### config.mk
export PLATFORM = sky130hd
export DESIGN_NAME = light_sensor_average_autoscale
export DESIGN_NICKNAME = d
export VERILOG_FILES = /design/src/hdl/lsa_pkg.sv /design/src/hdl/lsa_ram.sv /design/src/hdl/lsa_div.sv /design/src/hdl/light_sensor_average_autoscale.sv
export SDC_FILE = /design/constraint.sdc
export NUM_CORES = 1
export LEC_CHECK = 0
export ABC_AREA = 1
export BUFFER_PORTS_ARGS = -buffer_cell sky130_fd_sc_hd__buf_2
export CORE_MARGIN = 10
export CORE_UTILIZATION = 25
export CTS_CLUSTER_DIAMETER = 60
export DETAILED_ROUTE_END_ITERATION = 10
export PLACE_DENSITY = 0.39
export SYNTH_ARGS = -nofsm -noshare
export SYNTH_HDL_FRONTEND = slang
export SYNTH_HIERARCHICAL = 1
export SYNTH_SLANG_ARGS = --single-unit
### constraint.sdc
create_clock -name clk -period 3.88 [get_ports clk]
set_clock_uncertainty 0.05 [all_clocks]
set_input_delay 0.582 -clock clk [delete_from_list [all_inputs] [get_ports clk]]
set_output_delay 0.582 -clock clk [all_outputs]
set_load 0.03 [all_outputs]
### src/hdl/lsa_pkg.sv
// Shared constants and types for the light sensor average and autoscale block.
`default_nettype none
package lsa_pkg;

  localparam int MEAN_DEPTH = 32;
  localparam int SAMPLE_W   = 10;
  localparam int IDX_W      = (MEAN_DEPTH > 1) ? $clog2(MEAN_DEPTH) : 1;
  localparam int TOT_W      = SAMPLE_W + IDX_W;
  localparam int NUM_W      = 2 * SAMPLE_W;
  localparam int DIV_STEPS  = SAMPLE_W;
  localparam int CNT_W      = $clog2(DIV_STEPS + 1);

  localparam logic [SAMPLE_W-1:0] FULL_SCALE = 10'd1023;

  typedef enum logic [4:0] {
    S_IDLE = 5'b00001,
    S_READ = 5'b00010,
    S_MEAN = 5'b00100,
    S_LOAD = 5'b01000,
    S_DIV  = 5'b10000
  } state_t;

endpackage
`default_nettype wire

### src/hdl/lsa_ram.sv
// Generic single-write, single-read RAM with registered read data.
`default_nettype none
module lsa_ram #(
  parameter int WIDTH = 10,
  parameter int DEPTH = 32
) (
  input  wire logic                                         clk,
  input  wire logic                                         we,
  input  wire logic [((DEPTH > 1) ? $clog2(DEPTH) : 1)-1:0] waddr,
  input  wire logic [WIDTH-1:0]                             wdata,
  input  wire logic                                         re,
  input  wire logic [((DEPTH > 1) ? $clog2(DEPTH) : 1)-1:0] raddr,
  output      logic [WIDTH-1:0]                             rdata
);

  logic [WIDTH-1:0] mem [DEPTH];

  always_ff @(posedge clk) begin
    if (we) begin
      mem[waddr] <= wdata;
    end
    if (re) begin
      rdata <= mem[raddr];
    end
  end

endmodule
`default_nettype wire

### src/hdl/lsa_div.sv
// Bit-serial restoring divider, one quotient bit per cycle.
`default_nettype none
module lsa_div (
  input  wire logic                         clk,
  input  wire logic                         rst,
  input  wire logic                         start,
  input  wire logic [lsa_pkg::NUM_W-1:0]    dividend,
  input  wire logic [lsa_pkg::SAMPLE_W-1:0] divisor,
  output      logic                         done,
  output      logic [lsa_pkg::SAMPLE_W-1:0] quotient
);

  logic [lsa_pkg::SAMPLE_W-1:0] rem;
  logic [lsa_pkg::SAMPLE_W-1:0] low;
  logic [lsa_pkg::SAMPLE_W-1:0] dvs;
  logic [lsa_pkg::CNT_W-1:0]    count;
  logic [lsa_pkg::SAMPLE_W:0]   trial;
  logic                         fits;

  // shift in the next dividend bit and try the subtract
  assign trial = {rem, low[lsa_pkg::SAMPLE_W-1]};
  assign fits  = (trial >= {1'b0, dvs});

  always_ff @(posedge clk) begin
    if (rst) begin
      count <= '0;
      done  <= 1'b0;
    end else begin
      done <= !start && (count == lsa_pkg::CNT_W'(1));
      if (start) begin
        count <= lsa_pkg::CNT_W'(lsa_pkg::DIV_STEPS);
      end else if (count != '0) begin
        count <= count - 1'b1;
      end
    end
  end

  always_ff @(posedge clk) begin
    if (start) begin
      // the upper half is below the divisor, so the quotient fits in SAMPLE_W bits
      rem      <= dividend[lsa_pkg::NUM_W-1:lsa_pkg::SAMPLE_W];
      low      <= dividend[lsa_pkg::SAMPLE_W-1:0];
      dvs      <= divisor;
      quotient <= '0;
    end else if (count != '0) begin
      rem      <= fits ? lsa_pkg::SAMPLE_W'(trial - {1'b0, dvs})
                       : trial[lsa_pkg::SAMPLE_W-1:0];
      low      <= {low[lsa_pkg::SAMPLE_W-2:0], 1'b0};
      quotient <= {quotient[lsa_pkg::SAMPLE_W-2:0], fits};
    end
  end

endmodule
`default_nettype wire

### src/hdl/light_sensor_average_autoscale.sv
// Top level: sample ring, running mean, min/max bounds and inverse brightness map.
//
//   channel   direction  handshake               payload
//   input     in         in_valid / in_stall     sample
//   output    out        out_valid / out_stall   brightness, mean_level, range_empty
//   config    in         cfg_write_enable        cfg_write_data (autoscale_enable)
//
// An item goes from input transfer to a loaded result register through a ring read,
// a mean step, a setup step, the steps of the bit-serial divider and a load of the
// result. A new sample is taken only once the previous result is loaded. The result
// register holds while out_stall is high; a following item waits in its last step
// until the register frees. Reset clears the ring valid bits at once, so no clearing
// pass is needed.
`default_nettype none
module light_sensor_average_autoscale (
  input  wire logic                         clk,
  input  wire logic                         rst,
  input  wire logic                         cfg_write_enable,
  input  wire logic                         cfg_write_data,
  input  wire logic                         in_valid,
  output      logic                         in_stall,
  input  wire logic [lsa_pkg::SAMPLE_W-1:0] sample,
  output      logic                         out_valid,
  input  wire logic                         out_stall,
  output      logic [lsa_pkg::SAMPLE_W-1:0] brightness,
  output      logic [lsa_pkg::SAMPLE_W-1:0] mean_level,
  output      logic                         range_empty
);

  lsa_pkg::state_t state;

  logic                              autoscale_enable;
  logic [lsa_pkg::SAMPLE_W-1:0]      sample_hold;
  logic [lsa_pkg::IDX_W-1:0]         ring_position;
  logic [lsa_pkg::MEAN_DEPTH-1:0]    ring_valid;
  logic [lsa_pkg::TOT_W-1:0]         running_total;
  logic [lsa_pkg::SAMPLE_W-1:0]      lowest_seen;
  logic [lsa_pkg::SAMPLE_W-1:0]      highest_seen;
  logic [lsa_pkg::SAMPLE_W-1:0]      mean;
  logic                              empty;

  logic [lsa_pkg::SAMPLE_W-1:0]      ring_rdata;
  logic [lsa_pkg::SAMPLE_W-1:0]      old_sample;
  logic                              in_xfer;
  logic                              out_free;
  logic                              out_load;
  logic [lsa_pkg::TOT_W-1:0]         total_q;
  logic [lsa_pkg::SAMPLE_W-1:0]      mean_next;
  logic [lsa_pkg::SAMPLE_W-1:0]      lo;
  logic [lsa_pkg::SAMPLE_W-1:0]      hi;
  logic [lsa_pkg::SAMPLE_W-1:0]      diff;
  logic [lsa_pkg::NUM_W-1:0]         num;
  logic [lsa_pkg::SAMPLE_W-1:0]      span;
  logic                              div_start;
  logic                              div_done;
  logic                              div_ready;
  logic [lsa_pkg::SAMPLE_W-1:0]      quotient;

  assign in_stall = (state != lsa_pkg::S_IDLE);
  assign in_xfer  = in_valid && !in_stall;
  assign out_free = !out_valid || !out_stall;
  // load the result register once the quotient is in and the register is free
  assign out_load = (state == lsa_pkg::S_DIV) && (div_done || div_ready) && out_free;

  lsa_ram #(
    .WIDTH (lsa_pkg::SAMPLE_W),
    .DEPTH (lsa_pkg::MEAN_DEPTH)
  ) u_ring (
    .clk   (clk),
    .we    (state == lsa_pkg::S_READ),
    .waddr (ring_position),
    .wdata (sample_hold),
    .re    (in_xfer),
    .raddr (ring_position),
    .rdata (ring_rdata)
  );

  // unwritten entries read as zero
  assign old_sample = ring_valid[ring_position] ? ring_rdata : '0;

  assign total_q   = running_total / lsa_pkg::TOT_W'(lsa_pkg::MEAN_DEPTH);
  assign mean_next = (total_q > lsa_pkg::TOT_W'(lsa_pkg::FULL_SCALE))
                     ? lsa_pkg::FULL_SCALE : total_q[lsa_pkg::SAMPLE_W-1:0];

  assign lo   = autoscale_enable ? lowest_seen  : '0;
  assign hi   = autoscale_enable ? highest_seen : lsa_pkg::FULL_SCALE;
  assign diff = (mean >= lo) ? mean - lo : '0;
  // diff * 1023 as a shift and subtract
  assign num  = {diff, {lsa_pkg::SAMPLE_W{1'b0}}} - lsa_pkg::NUM_W'(diff);
  assign span = (hi > lo) ? hi - lo : lsa_pkg::SAMPLE_W'(1);

  assign div_start = (state == lsa_pkg::S_LOAD);

  lsa_div u_div (
    .clk      (clk),
    .rst      (rst),
    .start    (div_start),
    .dividend (num),
    .divisor  (span),
    .done     (div_done),
    .quotient (quotient)
  );

  always_ff @(posedge clk) begin
    if (rst) begin
      state            <= lsa_pkg::S_IDLE;
      autoscale_enable <= 1'b1;
      ring_position    <= '0;
      ring_valid       <= '0;
      running_total    <= '0;
      lowest_seen      <= lsa_pkg::FULL_SCALE;
      highest_seen     <= '0;
      out_valid        <= 1'b0;
      div_ready        <= 1'b0;
    end else begin
      if (cfg_write_enable) begin
        autoscale_enable <= cfg_write_data;
      end
      if (out_load) begin
        out_valid <= 1'b1;
      end else if (!out_stall) begin
        out_valid <= 1'b0;
      end
      unique case (state)
        lsa_pkg::S_IDLE: begin
          if (in_xfer) begin
            state <= lsa_pkg::S_READ;
          end
        end
        lsa_pkg::S_READ: begin
          running_total <= running_total - lsa_pkg::TOT_W'(old_sample)
                           + lsa_pkg::TOT_W'(sample_hold);
          ring_valid[ring_position] <= 1'b1;
          if (ring_position == lsa_pkg::IDX_W'(lsa_pkg::MEAN_DEPTH - 1)) begin
            ring_position <= '0;
          end else begin
            ring_position <= ring_position + 1'b1;
          end
          state <= lsa_pkg::S_MEAN;
        end
        lsa_pkg::S_MEAN: begin
          if (autoscale_enable) begin
            if (mean_next < lowest_seen) begin
              lowest_seen <= mean_next;
            end
            if (mean_next > highest_seen) begin
              highest_seen <= mean_next;
            end
          end
          state <= lsa_pkg::S_LOAD;
        end
        lsa_pkg::S_LOAD: begin
          div_ready <= 1'b0;
          state     <= lsa_pkg::S_DIV;
        end
        lsa_pkg::S_DIV: begin
          if (out_load) begin
            div_ready <= 1'b0;
            state     <= lsa_pkg::S_IDLE;
          end else if (div_done) begin
            div_ready <= 1'b1;
          end
        end
        default: begin
          state <= lsa_pkg::S_IDLE;
        end
      endcase
    end
  end

  always_ff @(posedge clk) begin
    if (in_xfer) begin
      sample_hold <= sample;
    end
    if (state == lsa_pkg::S_MEAN) begin
      mean <= mean_next;
    end
    if (state == lsa_pkg::S_LOAD) begin
      empty <= (hi == lo);
    end
    if (out_load) begin
      brightness  <= empty ? lsa_pkg::FULL_SCALE : lsa_pkg::FULL_SCALE - quotient;
      mean_level  <= mean;
      range_empty <= empty;
    end
  end

endmodule
`default_nettype wire

**Word level (Yosys, flattened, before mapping)**

Memory sizes are Yosys's and may differ from the RTL's. A register that Yosys moved wholly into a read port is not among the register bits.
Index checks and enable logic that the tools add are counted.

- Bits in registers: 167
- Bits in writable memories: 320
- Input port bits: 16
- Output and inout bits: 23
- Word-level logic and storage cells: 100
- Memories: 1

Memories:

| name | words | width | read ports | clocked after memory_dff | wr ports | line | source |
|---|---|---|---|---|---|---|---|
| u_ring.mem | 32 | 10 | 1 | 1 | 1 | lsa_ram.sv:16 | `logic [WIDTH-1:0] mem [DEPTH];` |

- $add $sub $neg: 9
- Order comparisons: 8
- Eq/ne operators: 13
- Mux-type cells: 27
- Bitwise logic cells: 1
- Reductions and logical operators: 19

Operators by type and width:

| kind | count |
|---|---|
| $mux W10 | 10 |
| $or A32 B32 Y32 | 1 |
| $sub A10 B10 Y10 | 3 |
| $pmux W5 S5 | 1 |
| $gt A10 B10 Y1 | 2 |
| $sub A20 B10 Y20 | 1 |
| $add A15 B10 Y15 | 1 |
| $mux W5 | 3 |
| $sub A15 B10 Y15 | 1 |
| $ge A11 B10 Y1 | 1 |
| $eq A10 B10 Y1 | 1 |
| $eq A5 B5 Y1 const B | 2 |
| $ge A10 B10 Y1 | 1 |
| $gt A10 B10 Y1 const B | 1 |
| $lt A10 B10 Y1 | 1 |
| $sub A10 B10 Y10 const A | 1 |
| $mux W1 | 8 |
| $mux W4 | 2 |
| $lt A5 B6 Y1 const B | 1 |
| $reduce_and A3 Y1 | 2 |
| $add A5 B1 Y5 const B | 1 |
| $bmux W1 S5 | 1 |
| $demux W1 S5 | 1 |
| $eq A5 B1 Y1 const B | 1 |
| 18 further kinds | 29 |

**Logic depth before layout (Yosys ltp)**

- Word-level depth: 5
- Depth in mapped cells: 25
- Gate-level depth less buffers: 23

**Hierarchy**

The synthesis kept the hierarchy.

By module, submodules not included:

| module | times used | cells an instance | area each (µm²) | sequential area each (µm²) |
|---|---|---|---|---|
| lsa_ram | 1 | 1,140 | 13,430.4 | 9,909.5 |
| light_sensor_average_autoscale | 1 | 1,038 | 7,823.8 | 2,862.7 |
| lsa_div | 1 | 296 | 2,462.4 | 1,201.2 |

**Worst setup path before layout**

No wires, ideal clock.

- Path type: register to register
- Start point: reg ring_position[0] (netlist name)
- End point: reg running_total[10] (netlist name)
- Setup time: 0.115 ns
- Data arrival time: 3.440 ns
- Data required time: 3.715 ns
- Path slack: 0.274 ns
- Cell stages (with the launch flop): 19
- Path buffers: 2
- Clock period less this slack: 3.606 ns
- Cells stage by stage: dfxtp_1 buf_4 clkbuf_1 a21oi_1 o21ai_0 a21oi_1 nor4_4 nor2_1 fa_1 inv_1 ha_1 a21oi_1 nand2_1 a21boi_0 nor3_1 nor2_1 o21ai_0 o21ai_0 inv_1

- Word-level cells in the longest chain between the ends: 5

RTL lines:

| item | line | source |
|---|---|---|
| start: declaration | light_sensor_average_autoscale.sv:34 | `logic [lsa_pkg::IDX_W-1:0] ring_position;` |
| start signal: assignment | light_sensor_average_autoscale.sv:137 | `ring_position <= ring_position + 1'b1;` |
| $bmux W1 S5 | light_sensor_average_autoscale.sv:79 | `assign old_sample = ring_valid[ring_position] ? ring_rdata : '0;` |
| $mux W1 (implied by the code) | light_sensor_average_autoscale.sv:79 |  |
| $mux W10 | light_sensor_average_autoscale.sv:79 |  |
| $sub A15 B10 Y15 | light_sensor_average_autoscale.sv:131 | `running_total <= running_total - lsa_pkg::TOT_W'(old_sample)` |
| $add A15 B10 Y15 | light_sensor_average_autoscale.sv:132 | `+ lsa_pkg::TOT_W'(sample_hold);` |
| end signal: assignment | light_sensor_average_autoscale.sv:131 |  |
| end: declaration | light_sensor_average_autoscale.sv:36 | `logic [lsa_pkg::TOT_W-1:0] running_total;` |

No other way between the ends. The select of a mux whose other input is x is not followed.
A chain may end at the register's enable or synchronous reset.

**Final worst setup path**

- Start point: reg ring_position[0] (netlist name)
- End point: reg running_total[7] (netlist name)

Same word-level chain as after synthesis.

==> metrics <==
iteration count of the initial detailed-routing pass=5; unrepaired setup endpoints after global routing=false; Worst-path clk slew=0.05 ns; VDD IR max=0.315 mV; Non-Filler Instances=3852; Tcrit/Tclk final=92.0%; largest net degree at the start of global routing=91; CP dominant cell by count=nand2_1; Post-synth EDFFs=402; Leak=11.1 nW; num rows=112; maximum level of the CTS H-tree=3; Hold Vio Cnt, Final=0; Post-Place Cells=3729; clk sinks=497; # DRC=0; largest family of logic cells by synthesized area=simple AND/OR/NAND/NOR gates; Synth Area in XOR/XNOR=0.923%; CTS Buffer Depth=3; Required @ worst endpoint=4.34 ns; pwr dens=525 nW/um2; Worst Hold Slack=0.0839 ns; leading cell type in the layout, fill and taps excluded=nand2_1; Clk pwr share=43.4%; worst path cell trace=buf_4, o21ai_0, nand2_1, nand2_1, nand4_1, nor4_4, buf_12, nor2_1, fa_1, inv_1, ha_1, a21oi_1, nand2_1, nand3_1, nand2_1, nand3_1, nand2_1, xor2_1, o21ai_0, inv_1; post-synthesis compound-gate area fraction=4.95%; I/O pins=39; Layout area overhead=17.1%; worst-margin pin slew=1.13 ns; final core occ=29.6%; Die W=328 um; final wirelength=66.2 mm; Mapped Area=23700 um2; vias in the first global route=17000; critical path's slowest cell=fa_1; crit path time final=3.57 ns; Max-slew headroom=24.4%; Worst-Skew Late Latency=0.62 ns; crit end category=register; syn_area_per_cell=9.59 um2; crit path buf inv count=4; Synth area leaders=edfxtp_1 51%, nand2_1 12%, dfxtp_1 8.0%; core area=93700 um2; fmax=0.280 GHz; die area=108000 um2; GRT Overall Usage=12.2%; GRT overflow=0; crit start category=register; status=finished clean; ys async rst share=0%; Hold Buf Count CTS=0; global-route wire length before repair=102 mm; post-synthesis simple-gate area fraction=23.8%; Critical Path AT=4.03 ns; most frequent cells in the layout=742 x nand2_1, 402 x edfxtp_1, 316 x nand3_1; via count=16900; Seq cells post-synth=497; post-synthesis mux area share=0%; CTS Buf Count=69; Worst Path Max Fanout=14; Final HPWL DP=43.7 mm; Sw Share=27.1%; chip height=328 um; setup TNS=0 ns; # fillers=9856; Mapped Nets=2575; Yosys top cell by area=edfxtp_1; Antenna Nets Post-Route=0; Top delay family on crit path=simple AND/OR/NAND/NOR gates; hold crit path type=in2reg; max cap viols=0; Setup-failing EPs final=0; critical path class=reg2reg; P_sw=3.96 mW; final net count=2647; I/O Buffers=38; ratio of cells with drive above 1 in the final layout=11.2%; drt initial violations=1061; Synth Area in Adders=4.90%; dominant synthesized flop cell=edfxtp_1; Synth cell types=58; post-synthesis instance total=2474; gpl congestion=0.843; Root Driver=clkbuf_16; Ys Warns=6; worst stage delay on the critical path=0.47 ns; combinational power share=14.2%; sequential fraction of the synthesis area=58.9%; Internal Power=10.6 mW; vias per cell=4.38; Synth top area share=50.9%; postcts setup bufs=0; routed len/inst=17.2 um; Final Max Tran Viols=0; initial antenna violation count=0; CTS tree=done; sequential fraction of design power=42.4%; initial core utilization=25.3%
cells in the mapped netlist (4+ instances only):
cell,n
a211oi_1,4
a21oi_1,118
buf_1,7
buf_2,29
buf_4,14
buf_6,11
clkbuf_1,45
dfxtp_1,95
edfxtp_1,402
fa_1,13
ha_1,72
inv_1,229
inv_2,14
nand2_1,742
nand2_2,19
nand3_1,316
nand3_2,8
nand3b_1,7
nand4_1,17
nor2_1,140
nor2_2,7
nor3_1,18
o211ai_1,13
o21ai_0,50
o21bai_1,5
o22ai_1,7
xnor2_1,7
xor2_1,18
through the flow:
| step | area, um2 | power [mW] | worst slack (ns) |
|---|---|---|---|
| 2_1_floorplan | 23700 | 7.81 | 0.274 |
| 5_1_grt | 27800 | 15.3 | 0.0247 |
| 3_5_place_dp | 25500 | 8.37 | 0.113 |
| 6_report | 27800 | 14.6 | 0.312 |
| 3_3_place_gp | 25500 | 8.36 | 0.101 |
| 4_1_cts | 27800 | 14.8 | 0.0928 |
layer usage:
metal	GRT usage (%)	wire (um)	vias up
met1	16.4	31900	8099
met2	19.5	29800	270
li1	-	-	8433
met5	0	0	-
met4	3.66	1360	0
met3	2.70	3140	82
power groups by stage:
stage	Sequential, mW	Clock (mW)	Combinational (mW)
global route	6.20	6.77	2.38
global placement	6.29	0	2.07
CTS	6.18	6.54	2.09
detailed placement	6.29	0	2.07
floorplan	6.27	0	1.53
finish	6.18	6.33	2.07
path summary, 6_finish.rpt:
kind	start	end	slack, ns	cells after the start
setup / recovery	ring_position[0]	running_total[7]	0.31	20
hold / removal	sample[6]	sample_hold[6]	0.08	1
setup reg to reg	ring_position[0]	running_total[7]	0.31	20
hold reg to reg	ring_valid[29]	ring_valid[29]	0.41	2
repair_timing:
item,CTS,global route
setup endpoints to repair,0,7
endpoints found under the hold margin,0,0
gates resized for setup,0,7
registers in the layout (all words and copies together) (netlist names), 4 cells and up:
name	cells
u_div/dvs	10
u_div/count	4
ring_position	5
running_total	15
u_ring/mem	320
state	5
lowest_seen	10
highest_seen	10
sample_hold	10
u_ring/rdata	10
u_div/rem	10
mean_level	10
ring_valid	32
u_div/low	10
u_div/quotient	10
mean	10
brightness	10
cell type report:
type,count,area [um2],area share (%)
Sequential cell,497,14000,50.4
Tap cell,1254,1570,5.65
Inverter,247,936,3.37
Timing Repair Buffer,110,768,2.77
Multi-Input combinational cell,1621,8220,29.6
Antenna cell,1,2.50,0.00901
Clock buffer,90,1900,6.84
Clock inverter,32,397,1.43
cells by family (layout without fill, tap and decap cells):
kind of cell | after synthesis | count (layout)
xor+xnor | 25 | 25
fa+ha+maj | 85 | 85
buf+inv | 356 | 479
flops | 497 | 497
other cells | 0 | 1
compound gates | 212 | 212
simple gates | 1299 | 1299
Power figures use the tool's default switching activity.
